--- config.mk ---
export PLATFORM = sky130hd
export DESIGN_NAME = sat_clause_head_tail_evaluator_core
export DESIGN_NICKNAME = d
export VERILOG_FILES = /design/src/rtl/schte_pkg.sv /design/src/rtl/schte_ram.sv /design/src/rtl/schte_front.sv /design/src/rtl/schte_back.sv /design/src/rtl/sat_clause_head_tail_evaluator_core.sv
export SDC_FILE = /design/constraint.sdc
export NUM_CORES = 2
export LEC_CHECK = 0
export BUFFER_PORTS_ARGS = -buffer_cell sky130_fd_sc_hd__buf_2
export CORE_UTILIZATION = 50
export CTS_CLUSTER_SIZE = 30
export DETAILED_ROUTE_END_ITERATION = 7
export GPL_ROUTABILITY_DRIVEN = 0
export PLACE_DENSITY = 0.61
export SLEW_MARGIN = 20
export SYNTH_ARGS = -nofsm -noshare
export SYNTH_HDL_FRONTEND = slang
export SYNTH_SLANG_ARGS = --single-unit
--- constraint.sdc ---
create_clock -name clock -period 11.1 [get_ports clock]
set_input_delay 0.555 -clock clock [delete_from_list [all_inputs] [get_ports clock]]
set_output_delay 0.555 -clock clock [all_outputs]
set_load 0.05 [all_outputs]
--- src/rtl/schte_pkg.sv ---
`timescale 1ns / 1ps
`default_nettype none

package schte_pkg;

   // Clause and variable table sizes
   localparam int MAX_LITERALS  = 16;
   localparam int MAX_VARIABLES = 256;
   localparam int QUEUE_DEPTH   = 2;

   // Field widths
   localparam int OP_W     = 3;
   localparam int LIT_W    = 9;
   localparam int VAR_W    = 8;
   localparam int LEVEL_W  = 8;
   localparam int PTR_W    = 5;
   localparam int STATUS_W = 2;

   // Derived storage widths
   localparam int LIT_AW = $clog2(MAX_LITERALS);
   localparam int VAR_AW = $clog2(MAX_VARIABLES);
   localparam int VAR_DW = 1 + LEVEL_W;
   localparam int QPTR_W = (QUEUE_DEPTH > 1) ? $clog2(QUEUE_DEPTH) : 1;
   localparam int QCNT_W = $clog2(QUEUE_DEPTH + 1);

   // Operation codes on the request channel
   localparam logic [OP_W-1:0] OP_LOAD     = 3'd0;
   localparam logic [OP_W-1:0] OP_ASSIGN   = 3'd1;
   localparam logic [OP_W-1:0] OP_UNASSIGN = 3'd2;
   localparam logic [OP_W-1:0] OP_UPDATE   = 3'd3;
   localparam logic [OP_W-1:0] OP_ROLLBACK = 3'd4;

   // Clause status codes
   localparam logic [STATUS_W-1:0] ST_UNKNOWN = 2'd0;
   localparam logic [STATUS_W-1:0] ST_UNIT    = 2'd1;
   localparam logic [STATUS_W-1:0] ST_SAT     = 2'd2;
   localparam logic [STATUS_W-1:0] ST_UNSAT   = 2'd3;

   typedef enum logic [2:0] {
      KIND_LOAD,
      KIND_ASSIGN,
      KIND_UNASSIGN,
      KIND_UPDATE,
      KIND_ROLLBACK,
      KIND_NONE
   } op_kind_type;

   typedef struct packed {
      op_kind_type                kind;
      logic                       start_new;
      logic signed [LIT_W-1:0]    literal;
      logic [VAR_W-1:0]           variable;
      logic                       var_ok;
      logic                       truth;
      logic [LEVEL_W-1:0]         level;
      logic [PTR_W-1:0]           head_in;
      logic [PTR_W-1:0]           tail_in;
      logic [STATUS_W-1:0]        status_in;
   } cmd_type;

   typedef enum logic [3:0] {
      S_IDLE,
      S_SCAN_HEAD,
      S_SCAN_TAIL,
      S_END_HEAD,
      S_END_TAIL,
      S_CLASSIFY,
      S_UNIT,
      S_LIT_WAIT,
      S_VAR_WAIT,
      S_REPLY
   } state_type;

   typedef enum logic [2:0] {
      PR_HEAD,
      PR_TAIL,
      PR_END_HEAD,
      PR_END_TAIL,
      PR_UNIT
   } probe_type;

endpackage

`default_nettype wire

--- src/rtl/schte_ram.sv ---
`timescale 1ns / 1ps
`default_nettype none

module schte_ram #(
   parameter int WIDTH = 8,
   parameter int DEPTH = 16
) (
   input  wire logic                     clock,
   input  wire logic                     wr_en,
   input  wire logic [$clog2(DEPTH)-1:0] wr_addr,
   input  wire logic [WIDTH-1:0]         wr_data,
   input  wire logic [$clog2(DEPTH)-1:0] rd_addr,
   output logic      [WIDTH-1:0]         rd_data
);

   logic [WIDTH-1:0] mem_ff [DEPTH];

   always_ff @(posedge clock) begin
      if (wr_en) begin
         mem_ff[wr_addr] <= wr_data;
      end
      rd_data <= mem_ff[rd_addr];
   end

endmodule

`default_nettype wire

--- src/rtl/schte_front.sv ---
`timescale 1ns / 1ps
`default_nettype none

module schte_front
   import schte_pkg::*;
(
   input  wire logic                        clock,
   input  wire logic                        reset,
   input  wire logic                        req_valid,
   output logic                             req_stall,
   input  wire logic [OP_W-1:0]             req_operation,
   input  wire logic                        req_start_new,
   input  wire logic signed [LIT_W-1:0]     req_literal,
   input  wire logic [VAR_W-1:0]            req_variable,
   input  wire logic                        req_truth,
   input  wire logic [LEVEL_W-1:0]          req_level,
   input  wire logic [PTR_W-1:0]            req_head_in,
   input  wire logic [PTR_W-1:0]            req_tail_in,
   input  wire logic [STATUS_W-1:0]         req_status_in,
   output cmd_type                          cmd,
   output logic                             cmd_valid,
   input  wire logic                        cmd_pop
);

   cmd_type             q_ff [QUEUE_DEPTH];
   logic [QPTR_W-1:0]   wr_ptr_ff, wr_ptr_in;
   logic [QPTR_W-1:0]   rd_ptr_ff, rd_ptr_in;
   logic [QCNT_W-1:0]   q_count_ff, q_count_in;
   cmd_type             decoded;
   logic                push;
   logic                pop;

   // Classify the incoming item
   always_comb begin
      decoded.start_new = req_start_new;
      decoded.literal   = req_literal;
      decoded.variable  = req_variable;
      decoded.var_ok    = int'(req_variable) < MAX_VARIABLES;
      decoded.truth     = req_truth;
      decoded.level     = req_level;
      decoded.head_in   = req_head_in;
      decoded.tail_in   = req_tail_in;
      decoded.status_in = req_status_in;
      unique case (req_operation)
         OP_LOAD:     decoded.kind = KIND_LOAD;
         OP_ASSIGN:   decoded.kind = KIND_ASSIGN;
         OP_UNASSIGN: decoded.kind = KIND_UNASSIGN;
         OP_UPDATE:   decoded.kind = KIND_UPDATE;
         OP_ROLLBACK: decoded.kind = KIND_ROLLBACK;
         default:     decoded.kind = KIND_NONE;
      endcase
   end

   assign req_stall = (q_count_ff == QCNT_W'(QUEUE_DEPTH));
   assign push      = req_valid && !req_stall;
   assign cmd_valid = (q_count_ff != '0);
   assign pop       = cmd_pop && cmd_valid;
   assign cmd       = q_ff[rd_ptr_ff];

   always_comb begin
      wr_ptr_in  = wr_ptr_ff;
      rd_ptr_in  = rd_ptr_ff;
      q_count_in = q_count_ff;
      if (push) begin
         wr_ptr_in = (int'(wr_ptr_ff) == QUEUE_DEPTH - 1) ? '0 : wr_ptr_ff + QPTR_W'(1);
      end
      if (pop) begin
         rd_ptr_in = (int'(rd_ptr_ff) == QUEUE_DEPTH - 1) ? '0 : rd_ptr_ff + QPTR_W'(1);
      end
      if (push && !pop) begin
         q_count_in = q_count_ff + QCNT_W'(1);
      end else if (pop && !push) begin
         q_count_in = q_count_ff - QCNT_W'(1);
      end
   end

   always_ff @(posedge clock) begin
      if (reset) begin
         wr_ptr_ff  <= '0;
         rd_ptr_ff  <= '0;
         q_count_ff <= '0;
      end else begin
         wr_ptr_ff  <= wr_ptr_in;
         rd_ptr_ff  <= rd_ptr_in;
         q_count_ff <= q_count_in;
      end
   end

   always_ff @(posedge clock) begin
      if (push) begin
         q_ff[wr_ptr_ff] <= decoded;
      end
   end

endmodule

`default_nettype wire

--- src/rtl/schte_back.sv ---
`timescale 1ns / 1ps
`default_nettype none

module schte_back
   import schte_pkg::*;
(
   input  wire logic                        clock,
   input  wire logic                        reset,
   input  wire cmd_type                     cmd,
   input  wire logic                        cmd_valid,
   output logic                             cmd_pop,
   output logic                             rsp_valid,
   input  wire logic                        rsp_stall,
   output logic [STATUS_W-1:0]              rsp_status,
   output logic signed [LIT_W-1:0]          rsp_unit_literal,
   output logic [PTR_W-1:0]                 rsp_head,
   output logic [PTR_W-1:0]                 rsp_tail
);

   state_type                  state_ff, state_in;
   probe_type                  probe_ff, probe_in;
   logic [PTR_W-1:0]           count_ff, count_in;
   logic [PTR_W-1:0]           head_ptr_ff, head_ptr_in;
   logic [PTR_W-1:0]           tail_ptr_ff, tail_ptr_in;
   logic [STATUS_W-1:0]        clause_status_ff, clause_status_in;
   logic [MAX_VARIABLES-1:0]   var_valid_ff, var_valid_in;
   logic [LIT_W-1:0]           lit_ff, lit_in;
   logic [LIT_W-1:0]           ulit_ff, ulit_in;
   logic                       vld_rd_ff, vld_rd_in;
   logic                       rsp_valid_ff, rsp_valid_in;
   logic [STATUS_W-1:0]        rsp_status_ff;
   logic [LIT_W-1:0]           rsp_ulit_ff;
   logic [PTR_W-1:0]           rsp_head_ff;
   logic [PTR_W-1:0]           rsp_tail_ff;

   logic                       lit_wr_en;
   logic [LIT_AW-1:0]          lit_wr_addr;
   logic [LIT_W-1:0]           lit_wr_data_w;
   logic [LIT_AW-1:0]          lit_rd_addr;
   logic [LIT_W-1:0]           lit_rd_data;
   logic                       var_wr_en;
   logic [VAR_AW-1:0]          var_wr_addr;
   logic [VAR_DW-1:0]          var_wr_data;
   logic [VAR_AW-1:0]          var_rd_addr;
   logic [VAR_DW-1:0]          var_rd_data;

   logic [LIT_W-1:0]           lit_mag;
   logic                       lit_in_table;
   logic [PTR_W-1:0]           load_base;
   logic                       settled;
   logic                       lit_true;
   logic                       rsp_load;

   schte_ram #(.WIDTH(LIT_W), .DEPTH(MAX_LITERALS)) u_lit_ram (
      .clock   (clock),
      .wr_en   (lit_wr_en),
      .wr_addr (lit_wr_addr),
      .wr_data (lit_wr_data_w),
      .rd_addr (lit_rd_addr),
      .rd_data (lit_rd_data)
   );

   assign lit_wr_data_w = cmd.literal;

   schte_ram #(.WIDTH(VAR_DW), .DEPTH(MAX_VARIABLES)) u_var_ram (
      .clock   (clock),
      .wr_en   (var_wr_en),
      .wr_addr (var_wr_addr),
      .wr_data (var_wr_data),
      .rd_addr (var_rd_addr),
      .rd_data (var_rd_data)
   );

   // Variable lookup of the literal just read from the clause store
   assign lit_mag      = lit_rd_data[LIT_W-1] ? LIT_W'(~lit_rd_data + LIT_W'(1)) : lit_rd_data;
   assign lit_in_table = int'(lit_mag) < MAX_VARIABLES;
   assign var_rd_addr  = VAR_AW'(lit_mag);
   assign vld_rd_in    = lit_in_table && var_valid_ff[var_rd_addr];

   // Entry without a valid bit reads as unassigned and undecided
   assign settled  = vld_rd_ff && (var_rd_data[LEVEL_W-1:0] <= cmd.level);
   assign lit_true = vld_rd_ff && (lit_ff != '0)
                     && (lit_ff[LIT_W-1] ? !var_rd_data[VAR_DW-1] : var_rd_data[VAR_DW-1]);

   assign load_base = cmd.start_new ? '0 : count_ff;

   always_comb begin
      state_in         = state_ff;
      probe_in         = probe_ff;
      count_in         = count_ff;
      head_ptr_in      = head_ptr_ff;
      tail_ptr_in      = tail_ptr_ff;
      clause_status_in = clause_status_ff;
      var_valid_in     = var_valid_ff;
      lit_in           = lit_ff;
      ulit_in          = ulit_ff;
      lit_wr_en        = 1'b0;
      lit_wr_addr      = load_base[LIT_AW-1:0];
      lit_rd_addr      = head_ptr_ff[LIT_AW-1:0];
      var_wr_en        = 1'b0;
      var_wr_addr      = VAR_AW'(cmd.variable);
      var_wr_data      = {cmd.truth, cmd.level};
      cmd_pop          = 1'b0;
      rsp_load         = 1'b0;

      unique case (state_ff)
         S_IDLE: begin
            if (cmd_valid) begin
               state_in = S_UNIT;
               unique case (cmd.kind)
                  KIND_LOAD: begin
                     if (load_base < PTR_W'(MAX_LITERALS)) begin
                        lit_wr_en        = 1'b1;
                        count_in         = load_base + PTR_W'(1);
                        head_ptr_in      = '0;
                        tail_ptr_in      = load_base + PTR_W'(1);
                        clause_status_in = ST_UNKNOWN;
                     end
                  end
                  KIND_ASSIGN: begin
                     if (cmd.var_ok) begin
                        var_wr_en                 = 1'b1;
                        var_valid_in[var_wr_addr] = 1'b1;
                     end
                  end
                  KIND_UNASSIGN: begin
                     if (cmd.var_ok) begin
                        var_valid_in[var_wr_addr] = 1'b0;
                     end
                  end
                  KIND_UPDATE: begin
                     if (clause_status_ff != ST_SAT && clause_status_ff != ST_UNSAT) begin
                        state_in = S_SCAN_HEAD;
                     end
                  end
                  KIND_ROLLBACK: begin
                     head_ptr_in      = (cmd.head_in > count_ff) ? count_ff : cmd.head_in;
                     tail_ptr_in      = (cmd.tail_in > count_ff) ? count_ff : cmd.tail_in;
                     clause_status_in = cmd.status_in;
                  end
                  KIND_NONE: begin
                  end
               endcase
            end
         end

         S_SCAN_HEAD: begin
            if (head_ptr_ff < tail_ptr_ff) begin
               lit_rd_addr = head_ptr_ff[LIT_AW-1:0];
               probe_in    = PR_HEAD;
               state_in    = S_LIT_WAIT;
            end else begin
               state_in = S_SCAN_TAIL;
            end
         end

         S_SCAN_TAIL: begin
            if (head_ptr_ff < tail_ptr_ff) begin
               lit_rd_addr = LIT_AW'(tail_ptr_ff - PTR_W'(1));
               probe_in    = PR_TAIL;
               state_in    = S_LIT_WAIT;
            end else begin
               state_in = S_END_HEAD;
            end
         end

         // Recheck the literal just behind the head
         S_END_HEAD: begin
            if (head_ptr_ff != '0) begin
               lit_rd_addr = LIT_AW'(head_ptr_ff - PTR_W'(1));
               probe_in    = PR_END_HEAD;
               state_in    = S_LIT_WAIT;
            end else begin
               state_in = S_END_TAIL;
            end
         end

         // Recheck the literal at the tail
         S_END_TAIL: begin
            if (tail_ptr_ff < count_ff) begin
               lit_rd_addr = tail_ptr_ff[LIT_AW-1:0];
               probe_in    = PR_END_TAIL;
               state_in    = S_LIT_WAIT;
            end else begin
               state_in = S_CLASSIFY;
            end
         end

         S_CLASSIFY: begin
            priority if (head_ptr_ff + PTR_W'(1) == tail_ptr_ff) begin
               clause_status_in = ST_UNIT;
            end else if (head_ptr_ff == tail_ptr_ff) begin
               clause_status_in = ST_UNSAT;
            end else begin
               clause_status_in = ST_UNKNOWN;
            end
            state_in = S_UNIT;
         end

         S_UNIT: begin
            if (clause_status_ff == ST_UNIT && head_ptr_ff < count_ff) begin
               lit_rd_addr = head_ptr_ff[LIT_AW-1:0];
               probe_in    = PR_UNIT;
               state_in    = S_LIT_WAIT;
            end else begin
               ulit_in  = '0;
               state_in = S_REPLY;
            end
         end

         S_LIT_WAIT: begin
            lit_in = lit_rd_data;
            if (probe_ff == PR_UNIT) begin
               ulit_in  = lit_rd_data;
               state_in = S_REPLY;
            end else begin
               state_in = S_VAR_WAIT;
            end
         end

         S_VAR_WAIT: begin
            unique case (probe_ff)
               PR_HEAD: begin
                  if (!settled) begin
                     state_in = S_SCAN_TAIL;
                  end else begin
                     head_ptr_in = head_ptr_ff + PTR_W'(1);
                     if (lit_true) begin
                        clause_status_in = ST_SAT;
                        state_in         = S_UNIT;
                     end else begin
                        state_in = S_SCAN_HEAD;
                     end
                  end
               end
               PR_TAIL: begin
                  if (!settled) begin
                     state_in = S_END_HEAD;
                  end else begin
                     tail_ptr_in = tail_ptr_ff - PTR_W'(1);
                     if (lit_true) begin
                        clause_status_in = ST_SAT;
                        state_in         = S_UNIT;
                     end else begin
                        state_in = S_SCAN_TAIL;
                     end
                  end
               end
               PR_END_HEAD: begin
                  if (lit_true) begin
                     clause_status_in = ST_SAT;
                     state_in         = S_UNIT;
                  end else begin
                     state_in = S_END_TAIL;
                  end
               end
               PR_END_TAIL: begin
                  if (lit_true) begin
                     clause_status_in = ST_SAT;
                     state_in         = S_UNIT;
                  end else begin
                     state_in = S_CLASSIFY;
                  end
               end
               PR_UNIT: begin
                  state_in = S_REPLY;
               end
            endcase
         end

         S_REPLY: begin
            if (!rsp_valid_ff || !rsp_stall) begin
               rsp_load = 1'b1;
               cmd_pop  = 1'b1;
               state_in = S_IDLE;
            end
         end

         default: begin
            state_in = S_IDLE;
         end
      endcase
   end

   always_comb begin
      rsp_valid_in = rsp_valid_ff;
      if (rsp_load) begin
         rsp_valid_in = 1'b1;
      end else if (!rsp_stall) begin
         rsp_valid_in = 1'b0;
      end
   end

   always_ff @(posedge clock) begin
      if (reset) begin
         state_ff         <= S_IDLE;
         probe_ff         <= PR_HEAD;
         count_ff         <= '0;
         head_ptr_ff      <= '0;
         tail_ptr_ff      <= '0;
         clause_status_ff <= ST_UNKNOWN;
         var_valid_ff     <= '0;
         rsp_valid_ff     <= 1'b0;
      end else begin
         state_ff         <= state_in;
         probe_ff         <= probe_in;
         count_ff         <= count_in;
         head_ptr_ff      <= head_ptr_in;
         tail_ptr_ff      <= tail_ptr_in;
         clause_status_ff <= clause_status_in;
         var_valid_ff     <= var_valid_in;
         rsp_valid_ff     <= rsp_valid_in;
      end
   end

   always_ff @(posedge clock) begin
      lit_ff    <= lit_in;
      ulit_ff   <= ulit_in;
      vld_rd_ff <= vld_rd_in;
      if (rsp_load) begin
         rsp_status_ff <= clause_status_ff;
         rsp_ulit_ff   <= ulit_ff;
         rsp_head_ff   <= head_ptr_ff;
         rsp_tail_ff   <= tail_ptr_ff;
      end
   end

   assign rsp_valid        = rsp_valid_ff;
   assign rsp_status       = rsp_status_ff;
   assign rsp_unit_literal = rsp_ulit_ff;
   assign rsp_head         = rsp_head_ff;
   assign rsp_tail         = rsp_tail_ff;

endmodule

`default_nettype wire

--- src/rtl/sat_clause_head_tail_evaluator_core.sv ---
`timescale 1ns / 1ps
`default_nettype none
// Clause evaluator with head/tail watch pointers over one clause and a
// table of variable values and decision levels.
// Request channel (req_*): one item per operation: load literal, assign,
// unassign, update at a level, rollback of head, tail and status. An item
// is taken when req_valid is high and req_stall is low.
// Response channel (rsp_*): exactly one item per request, in order, showing
// status, unit literal, head and tail after the operation.
// A request enters a two-entry queue; an idle engine dispatches load,
// assign, unassign and rollback, fetches the unit literal when the status
// is unit, and replies. An update of a clause that is not yet satisfied or
// unsatisfied also makes at most MAX_LITERALS + 1 literal probes (the
// blocking literal is seen from both ends) and two end checks before the
// classify, unit fetch and reply steps. Each probe runs the serial chain
// clause store read -> variable table read, one literal at a time.
// One item is executed at a time; the queue keeps taking requests while
// the engine works on an item, until it is full.
// Reset: clause empty, pointers zero, status unknown, every variable
// unassigned (valid bits cleared at once, no clearing pass).
// A stalled response holds in the output register; the engine finishes the
// following item and waits, and the queue fills before req_stall rises.
module sat_clause_head_tail_evaluator_core
   import schte_pkg::*;
(
   input  wire logic                        clock,
   input  wire logic                        reset,
   input  wire logic                        req_valid,
   output logic                             req_stall,
   input  wire logic [OP_W-1:0]             req_operation,
   input  wire logic                        req_start_new,
   input  wire logic signed [LIT_W-1:0]     req_literal,
   input  wire logic [VAR_W-1:0]            req_variable,
   input  wire logic                        req_truth,
   input  wire logic [LEVEL_W-1:0]          req_level,
   input  wire logic [PTR_W-1:0]            req_head_in,
   input  wire logic [PTR_W-1:0]            req_tail_in,
   input  wire logic [STATUS_W-1:0]         req_status_in,
   output logic                             rsp_valid,
   input  wire logic                        rsp_stall,
   output logic [STATUS_W-1:0]              rsp_status,
   output logic                             rsp_unit_valid,
   output logic signed [LIT_W-1:0]          rsp_unit_literal,
   output logic [PTR_W-1:0]                 rsp_head,
   output logic [PTR_W-1:0]                 rsp_tail
);

   cmd_type cmd;
   logic    cmd_valid;
   logic    cmd_pop;

   // Front: decode and queue requests
   schte_front u_front (
      .clock         (clock),
      .reset         (reset),
      .req_valid     (req_valid),
      .req_stall     (req_stall),
      .req_operation (req_operation),
      .req_start_new (req_start_new),
      .req_literal   (req_literal),
      .req_variable  (req_variable),
      .req_truth     (req_truth),
      .req_level     (req_level),
      .req_head_in   (req_head_in),
      .req_tail_in   (req_tail_in),
      .req_status_in (req_status_in),
      .cmd           (cmd),
      .cmd_valid     (cmd_valid),
      .cmd_pop       (cmd_pop)
   );

   // Back: execute against clause store and variable table
   schte_back u_back (
      .clock            (clock),
      .reset            (reset),
      .cmd              (cmd),
      .cmd_valid        (cmd_valid),
      .cmd_pop          (cmd_pop),
      .rsp_valid        (rsp_valid),
      .rsp_stall        (rsp_stall),
      .rsp_status       (rsp_status),
      .rsp_unit_literal (rsp_unit_literal),
      .rsp_head         (rsp_head),
      .rsp_tail         (rsp_tail)
   );

   // Flag a unit clause alongside the status code
   assign rsp_unit_valid = (rsp_status == ST_UNIT);

endmodule

`default_nettype wire

======== Yosys cells after proc, flatten, opt, wreduce, memory -nomap -nowiden ========
Memories as Yosys holds them, arrays and structs flattened. A register that Yosys moved wholly into a read port is not among the register bits.
Cells that the tools add are included.
word-level totals
  flip-flop bits (word level) ............. 325
  memory bits (writable) .................. 2532
  output and inout port bits .............. 24
  memories ................................ 3
operators by class
  add/sub/neg operators ................... 9
  magnitude comparators ................... 11
  equal/unequal tests ..................... 47
  muxes and demuxes ....................... 89
  bitwise gates (word level) .............. 4
  reductions and logical operators ........ 41
memories
  memory                   words  bits a word  rd ports  clocked after Yosys merged registers in  write ports  RTL line           text
  u_back.u_var_ram.mem_ff  256    9            1         1                                        1            schte_ram.sv:16    logic [WIDTH-1:0] mem_ff [DEPTH];
  u_back.u_lit_ram.mem_ff  16     9            1         1                                        1            schte_ram.sv:16
  u_front.q_ff             2      42           1         1                                        1            schte_front.sv:25  cmd_type q_ff [QUEUE_DEPTH];
operator list
  kind                  number
  $mux W256             2
  $pmux W256 S2         1
  $and A256 B256 Y256   1
  $not A256 Y256        1
  $or A256 B256 Y256    1
  $mux W5               11
  $pmux W4 S10          1
  $pmux W5 S2           4
  $mux W4               9
  $mux W3               10
  $pmux W3 S5           2
  $mux W9               3
  $mux W1               26
  $mux W2               12
  $reduce_and A6 Y1     4
  $pmux W4 S5           1
  $eq A3 B2 Y1 const B  6
  $lt A8 B9 Y1 const B  2
  $ne A2 B1 Y1 const B  9
  $pmux W9 S2           1
  $eq A4 B3 Y1 const B  4
  $ne A2 B2 Y1 const B  8
  $lt A5 B5 Y1          3
  $pmux W4 S3           1
  other kinds (41)      78

======== Logic depth before layout (Yosys ltp) ========
  depth after elaboration ................. 8
  mapped depth ............................ 20
  mapped depth without buffers ............ 10

======== Cells and area by module ========
From an unflattened synthesis, not the netlist that was laid out.
unflattened totals
  cells, all modules ...................... 6508
  area, all modules ....................... 114752.6 µm²
modules (own cells, without submodules)
  module                               times used  cells each  area an instance (µm²)  seq. area each (µm²)
  schte_ram (u_back.u_var_ram)         1           4237        89278.1                 69366.5
  schte_back                           1           1855        16410.7                 6816.5
  schte_ram (u_back.u_lit_ram)         1           254         5780.5                  4504.3
  schte_front                          1           161         3269.4                  2622.5
  sat_clause_head_tail_evaluator_core  1           1           13.8                    0.0

======== Worst setup path before layout ========
OpenSTA, ideal clock, no wires.
  path kind ............................... reg-to-reg
  start point ............................. register (tool-made name)
  end point ............................... register u_back.tail_ptr_ff[3]
  setup time .............................. 0.120 ns
  arrival ................................. 5.716 ns
  required time ........................... 10.980 ns
  path slack .............................. 5.264 ns
  cell stages (with the launch flop) ...... 16
  buffers on the path ..................... 5
  clock period less this slack ............ 5.836 ns
  path through ............................ dfxtp_1 -> clkbuf_1 -> buf_1 -> buf_1 -> buf_1 -> clkbuf_1 -> mux2_2 -> ha_1 -> nor2b_1 -> o21a_1 -> o21a_1 -> o21bai_1 -> a21oi_1 -> a21boi_1 -> mux2i_1 -> a211o_1
RTL lines
  what                  RTL line           text
  to (signal assigned)  schte_back.sv:309  tail_ptr_ff <= tail_ptr_in;
  to (decl)             schte_back.sv:24   logic [PTR_W-1:0] tail_ptr_ff, tail_ptr_in;

======== Worst setup path after layout ========
  start point ............................. register u_back.u_lit_ram.rd_data[0] (read register of u_back.u_lit_ram.mem_ff)
  end point ............................... register u_back.u_var_ram.rd_data[0] (read register of u_back.u_var_ram.mem_ff)
between the ends
  word-level cells in the longest chain between the ends .. 3
ends and longest elaborated chain
  what           RTL line          text
  from (decl)    schte_ram.sv:13   output logic [WIDTH-1:0] rd_data
  $not A9 Y9     schte_back.sv:75  assign lit_mag = lit_rd_data[LIT_W-1] ? LIT_W'(~lit_rd_data + LIT_W'(1)) : lit_rd_data;
  $add A9 B1 Y9  schte_back.sv:75
  $mux W9 *      schte_back.sv:75
  to (decl)      schte_ram.sv:13
Every way passes the cells marked *; elsewhere a longest branch is shown, timed or not.
A chain may end at the register's enable or synchronous reset.

==> impl_metrics.csv <==
group,metric,value,unit
worst_setup_path,end_kind,"register",
logic_synthesis,yosys_register_bits,2876,
worst_setup_path,critPathMaxStageDelay,1.01,ns
pwr,p_leak,43.2,nW
worst_hold_path,hp-class,"input port to register",
logic_synthesis,netlist_area,115000,µm²
logic_synthesis,yosys-top-cells-count,"edfxtp_1 (2,571), nand2_1 (848), mux4_2 (662)",
logic_synthesis,yosysWarnings,0,
timing,finalMaxSlewViolations,0,
finish,nNetsFinal,7030,
global_routing,grt_pass1_wl,457000,µm
worst_setup_path,crit_chain,"clkinv_1 -> ha_1 -> nor3b_1 -> o21ai_0 -> nand2_2 -> buf_4 -> nand2_1 -> nor3_2 -> a22o_1 -> a2111oi_1 -> nand4_1",
finish,final_core_util,56.6,%
timing,rsz0062_at_grt,"no",
clock_network,cts_buffers,310,
worst_setup_path,crit_buf_inv,2,
run,cap_viol_max_count,0,
floorplan,coreArea,228000,µm²
global_routing,grt_max_degree,183,
clock_network,worstSkewPairLatency,0.96,ns
detailed_routing,ant_nets,0,
timing,holdWs,0.0403,ns
floorplan,die_w,482,µm
worst_setup_path,crit_fanout,46,
floorplan,num_rows,175,
floorplan,die_area,233000,µm²
detailed_routing,first_pass_iters,8,
timing,fin_crit,7.03,ns
pwr,p_total,34.7,mW
floorplan,die_height,482,µm
outcome,outcome,"complete, no violations",
floorplan,start_util,50.5,%
logic_synthesis,post-synth-top-count-cell,"edfxtp_1",
pwr,vdd_drop_max,0.000381,V
global_routing,grt_pass1_vias,63600,
timing,finClkSkew,0.0586,ns
logic_synthesis,avgSynthCellArea,16.9,µm²
worst_setup_path,worst_ep_arrival_time,7.82,ns
clock_network,clk_pin_slew,0.07,ns
detailed_routing,wirelength,318000,µm
timing,tightestPinTransition,1.25,ns
clock_network,clkSinkCount,2876,
logic_synthesis,ys_top_cells_by_area,"edfxtp_1 (67%), mux4_2 (13%), dfxtp_1 (5.3%)",
timing,setup_violations,0,
timing,hold_viol,0,
timing,slew_headroom,16.0,%
clock_network,cts_tree,"yes",
logic_synthesis,synth_top_area_share,66.9,%
timing,fin_setup_tns,0,ns
global_routing,grt_antenna_before_repair,9,
global_routing,track_usage,27.4,%
worst_setup_path,critPathSlowestCell,"a2111oi_1",
pwr,p_per_area,268,nW/µm²
clock_network,cts_root_buffer,"clkbuf_16",
logic_synthesis,yosys.cell_types.count,81,
clock_network,cts_max_level,5,
detailed_routing,viasPerCell,6.41,
worst_setup_path,worstPathRequired,11.89,ns
finish,area_growth,12.0,%
logic_synthesis,yosysSeqAreaShare,72.2,%
global_routing,grt_overflow,0,
worst_setup_path,crit_type,"register to register",
detailed_routing,drt_iter0_drc,8685,
logic_synthesis,synth_fp_nets,6901,
detailed_routing,wl_per_cell,31.3,µm
logic_synthesis,synthFlopType,"edfxtp_1",
logic_synthesis,synth_edf_count,2571,
timing,max_freq,142,MHz
finish,drive_above_1_share,19.4,%
logic_synthesis,ys_async_sr_fraction,0,%
worst_setup_path,startpoint_type,"register",
placement,port_buffers,69,
worst_setup_path,path_delay_family,"compound AO/OA/AOI/OAI gates",
detailed_routing,num_vias,65300,
detailed_routing,drc_errors,0,
floorplan,ios,70,
timing,finalCritPeriodShare,63.3,%
logic_synthesis,synthCells,6814,
placement,dp_hpwl,191000,µm
logic_synthesis,synth_top_cell_by_area,"edfxtp_1",
clock_network,cts_buffer_depth,4,
-- worst paths after layout --
check,start,endpoint,slack [ns],cells past startpoint
hold reg to reg,u_back.ulit_ff[8]$_SDFFCE_PN0P_,u_back.rsp_unit_literal[8]$_DFFE_PP_,0.47,0
setup reg to reg,u_back.u_lit_ram.rd_data[0]$_DFF_P_,u_back.u_var_ram.rd_data[0]$_DFF_P_,4.07,11
setup / recovery,u_back.u_lit_ram.rd_data[0]$_DFF_P_,u_back.u_var_ram.rd_data[0]$_DFF_P_,4.07,11
hold / removal,reset,u_back.count_ff[3]$_SDFFE_PP0P_,0.04,2
-- what timing repair did --
item,in CTS,in global routing
hold buffers,43,0
setup buffers,0,0
gates resized for setup,0,0
hold endpoints to repair,85,0
-- through the flow --
| stage | area, µm² | setup WS (ns) | instances |
|---|---|---|---|
| 3_5_place_dp | 119000 | 4.13 | 9595 |
| 3_3_place_gp | 119000 | 4.26 | 9592 |
| 6_report | 129000 | 4.07 | 10200 |
| 2_1_floorplan | 115000 | 5.26 | 6814 |
| 4_1_cts | 129000 | 4.13 | 10200 |
| 5_1_grt | 129000 | 3.82 | 10200 |
-- state kept, by name, indices dropped and copies added (netlist names), 3 cells and up, named ones only --
signal / count
u_back.tail_ptr_ff: 5
u_back.u_var_ram.rd_data: 9
u_back.lit_ff: 9
u_back.count_ff: 5
u_back.rsp_tail: 5
u_back.probe_ff: 3
u_back.head_ptr_ff: 5
u_back.ulit_ff: 9
u_front.q_ff: 84
u_back.u_var_ram.mem_ff: 2304
u_back.u_lit_ram.rd_data: 9
u_back.rsp_head: 5
u_back.state_ff: 4
u_back.u_lit_ram.mem_ff: 144
u_back.rsp_unit_literal: 9
-- where the power goes --
group | internal (mW) | total [mW] | switching (mW)
clock | 5.94 | 10.1 | 4.12
combinational | 4.46 | 12.3 | 7.82
sequential | 12.1 | 12.3 | 0.255
-- final cells by class --
| type | count | area (µm²) |
|---|---|---|
| fillers | 17400 | 99100 |
| flip-flops and latches | 2876 | 83300 |
| multi-input cells | 3229 | 29400 |
| clock buffers | 397 | 8390 |
| well taps | 3009 | 3760 |
| repair buffers | 234 | 1860 |
| clock inverters | 141 | 1370 |
| inverters | 292 | 1150 |
| diodes | 6 | 15.0 |
-- metal layers --
layer	vias up	GRT usage (%)	wire length, µm
met5	-	0	30
met1	34000	39.2	129000
li1	27100	-	-
met4	6	11.0	13800
met2	3376	41.5	146000
met3	757	5.66	29700
-- worst reg2reg max path, delay by kind of cell, from the launching register on --
family / cells / cell delay (ns)
adders and majority gates: 1 / 0.60
DFF: 1 / 0.98
AOI/OAI and AO/OA: 3 / 1.98
and+or+nand+nor: 5 / 1.81
buffers and inverters: 2 / 1.55
-- cells in the final DEF, fill, tap and decap left out, types with 16 or more instances in the layout --
master,synthesis,layout
a2111oi_0,44,33
a211oi_1,59,57
a21oi_1,397,396
a221oi_1,21,21
a31oi_1,34,34
a41o_1,19,19
and3_1,65,64
buf_2,143,68
buf_4,24,109
bufinv_16,0,27
clkbuf_1,201,63
clkbuf_16,0,316
clkbuf_8,0,18
clkinv_1,1,47
clkinv_2,0,56
dfxtp_1,305,302
dlygate4sd3_1,0,43
edfxtp_1,2571,2571
ha_1,41,41
inv_1,290,283
mux2_2,23,21
mux2i_1,100,100
mux4_2,662,662
nand2_1,848,845
nand3_1,123,123
nand4_1,55,55
nor2_1,114,89
nor2_2,0,24
nor2b_1,16,16
nor3_1,35,34
o21ai_0,281,281
o22ai_1,21,21
or4_1,17,17
-- cell families (layout without fill, tap and decap cells) --
family	Yosys count	in the layout	synth area share, %
other	0	6	0
DFF	2876	2876	72.2
muxes	786	786	14.0
buffers and inverters	709	1064	2.58
xor gates and xnor gates	23	23	0.181
AOI/OAI and AO/OA	1023	1023	5.39
adders and majority gates	41	41	0.445
and+or+nand+nor	1356	1356	5.16
No activity file was read; power rests on OpenSTA's default activity.
